==> src/evit_pkg.sv <==
package evit_pkg;

	localparam int NORM_W        = 64;
	localparam int LZ_W          = 6;
	localparam int LOG_FRAC_BITS = 40;
	localparam int T_W           = LOG_FRAC_BITS + LZ_W;
	localparam int RATE_W        = 24;
	localparam int OUT_W         = 32;
	localparam logic [63:0] LN2_Q64 = 64'hB17217F7D1CF79AC;
	localparam logic [RATE_W-1:0] INV_RATE_RESET = 24'd65536;

	typedef struct packed {
		logic [NORM_W-1:0]        m;
		logic [LOG_FRAC_BITS-1:0] frac;
		logic [LZ_W-1:0]          lz;
	} log_beat_t;

endpackage

==> src/evit_norm.sv <==
module evit_norm import evit_pkg::*; #(
	parameter int UNIFORM_BITS = 32
) (
	input  logic                    clk,
	input  logic                    arst_n,
	input  logic                    en,
	input  logic                    vin,
	input  logic [UNIFORM_BITS-1:0] u,
	output logic                    vout,
	output log_beat_t               dout
);

	localparam int PAD = NORM_W - 1 - UNIFORM_BITS;

	logic [UNIFORM_BITS:0] w;
	logic [NORM_W-1:0]     x_s  [0:LZ_W];
	logic [LZ_W-1:0]       lz_s [0:LZ_W];
	logic                  v_s  [0:LZ_W];

	assign w = {1'b1, {UNIFORM_BITS{1'b0}}} - {1'b0, u};

	always_ff @(posedge clk or negedge arst_n) begin
		if (!arst_n) begin
			v_s[0] <= 1'b0;
		end else if (en) begin
			v_s[0] <= vin;
		end
	end

	always_ff @(posedge clk) begin
		if (en) begin
			x_s[0]  <= {w, {PAD{1'b0}}};
			lz_s[0] <= '0;
		end
	end

	// binary leading-zero search, one shift size per stage
	for (genvar j = 0; j < LZ_W; j++) begin : g_step
		localparam int S = 2 ** (LZ_W - 1 - j);

		always_ff @(posedge clk or negedge arst_n) begin
			if (!arst_n) begin
				v_s[j+1] <= 1'b0;
			end else if (en) begin
				v_s[j+1] <= v_s[j];
			end
		end

		always_ff @(posedge clk) begin
			if (en) begin
				if (x_s[j][NORM_W-1 -: S] == '0) begin
					x_s[j+1]  <= x_s[j] << S;
					lz_s[j+1] <= lz_s[j] + LZ_W'(S);
				end else begin
					x_s[j+1]  <= x_s[j];
					lz_s[j+1] <= lz_s[j];
				end
			end
		end
	end

	assign vout      = v_s[LZ_W];
	assign dout.m    = x_s[LZ_W];
	assign dout.frac = '0;
	assign dout.lz   = lz_s[LZ_W];

endmodule

==> config.mk <==
export PLATFORM = sky130hd
export DESIGN_NAME = evit_norm
export DESIGN_NICKNAME = d
export VERILOG_FILES = /design/src/evit_pkg.sv /design/src/evit_norm.sv
export SDC_FILE = /design/constraint.sdc
export NUM_CORES = 1
export LEC_CHECK = 0
export BUFFER_PORTS_ARGS = -buffer_cell sky130_fd_sc_hd__buf_2
export CAP_MARGIN = 20
export CORE_MARGIN = 4
export CORE_UTILIZATION = 35
export DETAILED_ROUTE_END_ITERATION = 16
export PLACE_DENSITY = 0.51
export SETUP_SLACK_MARGIN = 0.3
export SLEW_MARGIN = 25
export SYNTH_ARGS = -nofsm -noshare
export SYNTH_HDL_FRONTEND = slang
export SYNTH_SLANG_ARGS = --single-unit
==> constraint.sdc <==
create_clock -name clk -period 5.05 [get_ports clk]
set_input_delay 0.2525 -clock clk [delete_from_list [all_inputs] [get_ports clk]]
set_output_delay 0.2525 -clock clk [all_outputs]
set_load 0.03 [all_outputs]
==> qor_table.md <==
| Group | Result | Reported |
|:---|:---|:---|
| sta | Count of final hold-check violations | 0 |
| place | Final weighted congestion in routability-driven placement | 0.748 |
| grt | Met1 Usage GRT | 0.129 |
| synth | Number of storage elements in the synthesis netlist | 259 |
| grt | Busiest metal layer after global routing | met2 |
| setup path | Startpoint type of the worst setup path | flip-flop |
| setup path | Reg-to-Reg End | x_s[3][40]$_DFFE_PP_ |
| clock network | CTS tree | done |
| floorplan | Die area | 0.0353 mm2 |
| synth | Synth top cells by count | sky130_fd_sc_hd__edfxtp_1 (252), sky130_fd_sc_hd__mux2_2 (125), sky130_fd_sc_hd__buf_4 (78), sky130_fd_sc_hd__and2_1 (48), sky130_fd_sc_hd__nand2_1 (47) |
| clock network | Maximum number of buffers from clock root to sink | 3 |
| cells and area | Layout cells sized above 1 | 0.308 |
| clock network | Clock sink count | 259 |
| cells and area | Post-layout net count | 842 |
| synth | Avg Inst Size Synth | 15.6 um2 |
| floorplan | Die extent in y | 188 um |
| detailed routing | Count of unresolved DRC violations after routing | 0 |
| synth | Syn Std Cell Area | 0.0113 mm2 |
| setup path | Critical Path Fanout Max | 34 |
| synth | Yosys top cell area share | 0.669 |
| clock network | Setup Buffers After CTS | 0 |
| setup path | Worst-case reg-to-reg path depth | 3 |
| setup path | Buffers and inverters on the worst path | 0 |
| synth | Number of flops mapped to enable cells by yosys | 252 |
| synth | Sequential fraction of the synthesis area | 0.684 |
| setup path | Category of the most critical setup path | reg2reg |
| grt | Remaining global-route overflow | 0 |
| synth | Count of mapped cells out of synthesis | 724 |
| setup path | Slowest library cell on the worst path | sky130_fd_sc_hd__o21ai_4 |
| grt | Antenna violations before repair | 0 |
| worst hold path | Depth of the worst hold-timing path | 2 |
| detailed routing | TritonRoute pass-1 iters | 4 |
| cells and area | Layout overhead on the synthesized area | 12.1% |
| floorplan | Top-Level Pins | 147 |
| setup path | Family with the most delay on the worst path | compound AO/OA/AOI/OAI gates |
| cells and area | Diodes inserted | 0 |
| clock network | Clock tree root buffer cell | sky130_fd_sc_hd__clkbuf_16 |
| grt | Total routing usage reported by global routing | 0.0970 |
| synth | Synth area leader | sky130_fd_sc_hd__edfxtp_1 |
| floorplan | Core region area | 0.0317 mm2 |
| synth | Dominant cells by area after synthesis | sky130_fd_sc_hd__edfxtp_1 (67%), sky130_fd_sc_hd__mux2_2 (12%), sky130_fd_sc_hd__buf_4 (5.2%) |
| sta | Slew Limit Headroom | 0.362 |
| grt | First-pass GRT wire length | 28200 um |
| sta | RSZ-0062 raised after global routing | false |
| detailed routing | Starting DRC count in detailed routing | 240 |
| floorplan | Placement Rows | 65 |
| clock network | Clock buffers created by TritonCTS | 29 |
| setup path | Setup slack on the worst flop-to-flop path | 2.65 ns |
| worst hold path | Hold Path Sink | x_s[0][62]$_DFFE_PP_ |
| sta | Worst setup skew after layout | 0.0189 ns |
| synth | Library cells used by synthesis | 39 |
| synth | Yosys synthesis warning count | 0 |
| setup path | Cell chain of the critical path | or4_1 -> o21ai_4 -> mux2_2 |
| flow run | Number of max-cap violations | 0 |
| detailed routing | Via count of the routed design | 5225 |
| clock network | Clock slew at the register clock pins of the worst setup and hold paths | 0.06 ns |
| power and ir drop | Static leakage power | 0.00463 uW |
| floorplan | Initial Util | 0.357 |
| sta | Number of pins with negative max-slew slack in the final report | 0 |
| status | Run status | completed |
| setup path | Setup crit end kind | flip-flop |
| sta | Least-Margin Pin Slew | 0.953 ns |
| floorplan | Die Wd | 188 um |
| synth | Top-count cell post-synth | sky130_fd_sc_hd__edfxtp_1 |
| worst hold path | HP Start | u[31] |
| setup path | Critical path depth | 3 |
| clock network | Worst skew pair latency | 0.55 ns |
| setup path | Origin of the critical flop-to-flop path | x_s[2][57]$_DFFE_PP_ |
| place | Placed cell count | 1172 |
| sta | Post-route minimum period | 2.40 ns |
| detailed routing | Via/cell ratio | 4.26 |
| grt | Met3 Resource Use GR | 0.0208 |
| power and ir drop | Cell Pwr Density | 390 mW/mm2 |
| place | Total of buffers placed on input and output ports | 75 |
| detailed routing | Antenna Violating Nets Remaining | 0 |
| sta | Setup TNS Final | 0 ns |
| worst hold path | Type of the tightest min-delay check | in2reg |
| sta | Post-route fraction of the period consumed by the critical path | 0.475 |
| setup path | Longest individual stage delay on the worst path | 0.76 ns |
| cells and area | Non-filler cells in the finished layout | 1227 |
| setup path | Required time reported for the critical path endpoint | 5.34 ns |
| place | Half-perimeter wire length after detailed placement | 11500 um |
| sta | Number of failing setup endpoints in the final timing report | 0 |
| clock network | CTS H-tree depth | 1 |
| synth | Most common flop cell mapped by yosys | sky130_fd_sc_hd__edfxtp_1 |
| grt | Number of global-route vias before repair | 5209 |
| power and ir drop | IR Drop Worst-Case VDD | 246 uV |
| synth | Share of flip-flops with an asynchronous set or reset after synthesis | 0.0270 |
| sta | Maximum clock rate | 417 MHz |
| detailed routing | Wirelength, routed | 17500 um |
| grt | Met2 usage | 0.159 |
| grt | Pin count of the biggest net entering global routing | 146 |
| detailed routing | Routed WL per cell | 14.3 um |
| setup path | Crit path arrival time | 2.69 ns |
-- layout by cell type, fill, tap and decap left out, types with 7 or more instances in the layout --
cell / synthesis / layout
sky130_fd_sc_hd__clkbuf_16: 0 / 29
sky130_fd_sc_hd__and2_1: 48 / 48
sky130_fd_sc_hd__edfxtp_1: 252 / 252
sky130_fd_sc_hd__nor3_1: 13 / 13
sky130_fd_sc_hd__inv_1: 19 / 19
sky130_fd_sc_hd__dfrtp_1: 7 / 7
sky130_fd_sc_hd__conb_1: 1 / 71
sky130_fd_sc_hd__buf_2: 13 / 74
sky130_fd_sc_hd__nand2_1: 47 / 47
sky130_fd_sc_hd__nor2_1: 23 / 23
sky130_fd_sc_hd__xnor2_1: 23 / 23
sky130_fd_sc_hd__nor4_1: 18 / 18
sky130_fd_sc_hd__xor2_1: 7 / 7
sky130_fd_sc_hd__mux2_2: 125 / 125
sky130_fd_sc_hd__clkbuf_1: 11 / 11
-- report_power, final --
part	switching, uW	internal [uW]	total (uW)
Combinational	282	171	453
Clock	787	1060	1840
Sequential	78.0	2570	2650
-- through the flow --
step                      power, uW  hold slack, ns  setup WS [ns]   util  cell area, um2
final                          4940          0.0268           2.65  0.400           12700
after global routing           5160         0.00198           2.55  0.400           12700
after CTS                      5020        0.000187           2.65  0.399           12700
after detailed placement       3150          0.0901           2.60  0.372           11800
after global placement         3140          0.0891           2.64  0.372           11800
after floorplan                3060         -0.0431           3.14      -           11600
-- final cells by class --
cell class                 count  area (um2)
clock buffer                  40         767
clock inverter                11        66.3
fill                        2974       19000
inverter                      19        71.3
multi-input combinational    411        3040
sequential                   259        7740
tap                          402         503
timing repair buffer          85         488
-- logic make-up (layout without fill, tap and decap cells) --
group                    count (synthesis)  count (layout)  synth area share
adder cells (fa/ha/maj)                  1               1           0.00111
XOR/XNOR                                30              30            0.0232
multiplexers                           127             127             0.126
AND/OR/NAND/NOR                        176             176            0.0869
flip-flops                             259             259             0.684
AO/OA/AOI/OAI                            6               6           0.00719
buffers and inverters                  124             155            0.0704
other                                    1              71          0.000331
-- what timing repair did --
item,4_1_cts,5_1_grt
endpoints found under the setup margin,0,0
hold buffers,3,0
hold endpoints to repair,9,0
gates resized for setup,0,0
-- worst max-delay path by stage --
stage	end	slack, ns	start
floorplan	x_s[3][44]$_DFFE_PP_	3.14	x_s[2][61]$_DFFE_PP_
global placement	x_s[2][54]$_DFFE_PP_	2.64	en
detailed placement	x_s[1][63]$_DFFE_PP_	2.60	en
CTS	x_s[3][40]$_DFFE_PP_	2.65	x_s[2][57]$_DFFE_PP_
global route	x_s[3][40]$_DFFE_PP_	2.55	x_s[2][56]$_DFFE_PP_
finish	x_s[3][40]$_DFFE_PP_	2.65	x_s[2][57]$_DFFE_PP_
-- per-layer routing --
layer  wire, um  vias up  part of all wire
met5          0        -                 0
met4        450        0             0.026
met3        951       32             0.054
met2       8310      149              0.47
met1       7790     2384              0.45
li1           -     2660                 -
-- sequential cells by signal (all words and copies together) (netlist names) --
name  flops
lz_s     21
x_s     231
vout      1
v_s       6
Power figures use the tool's default switching activity.
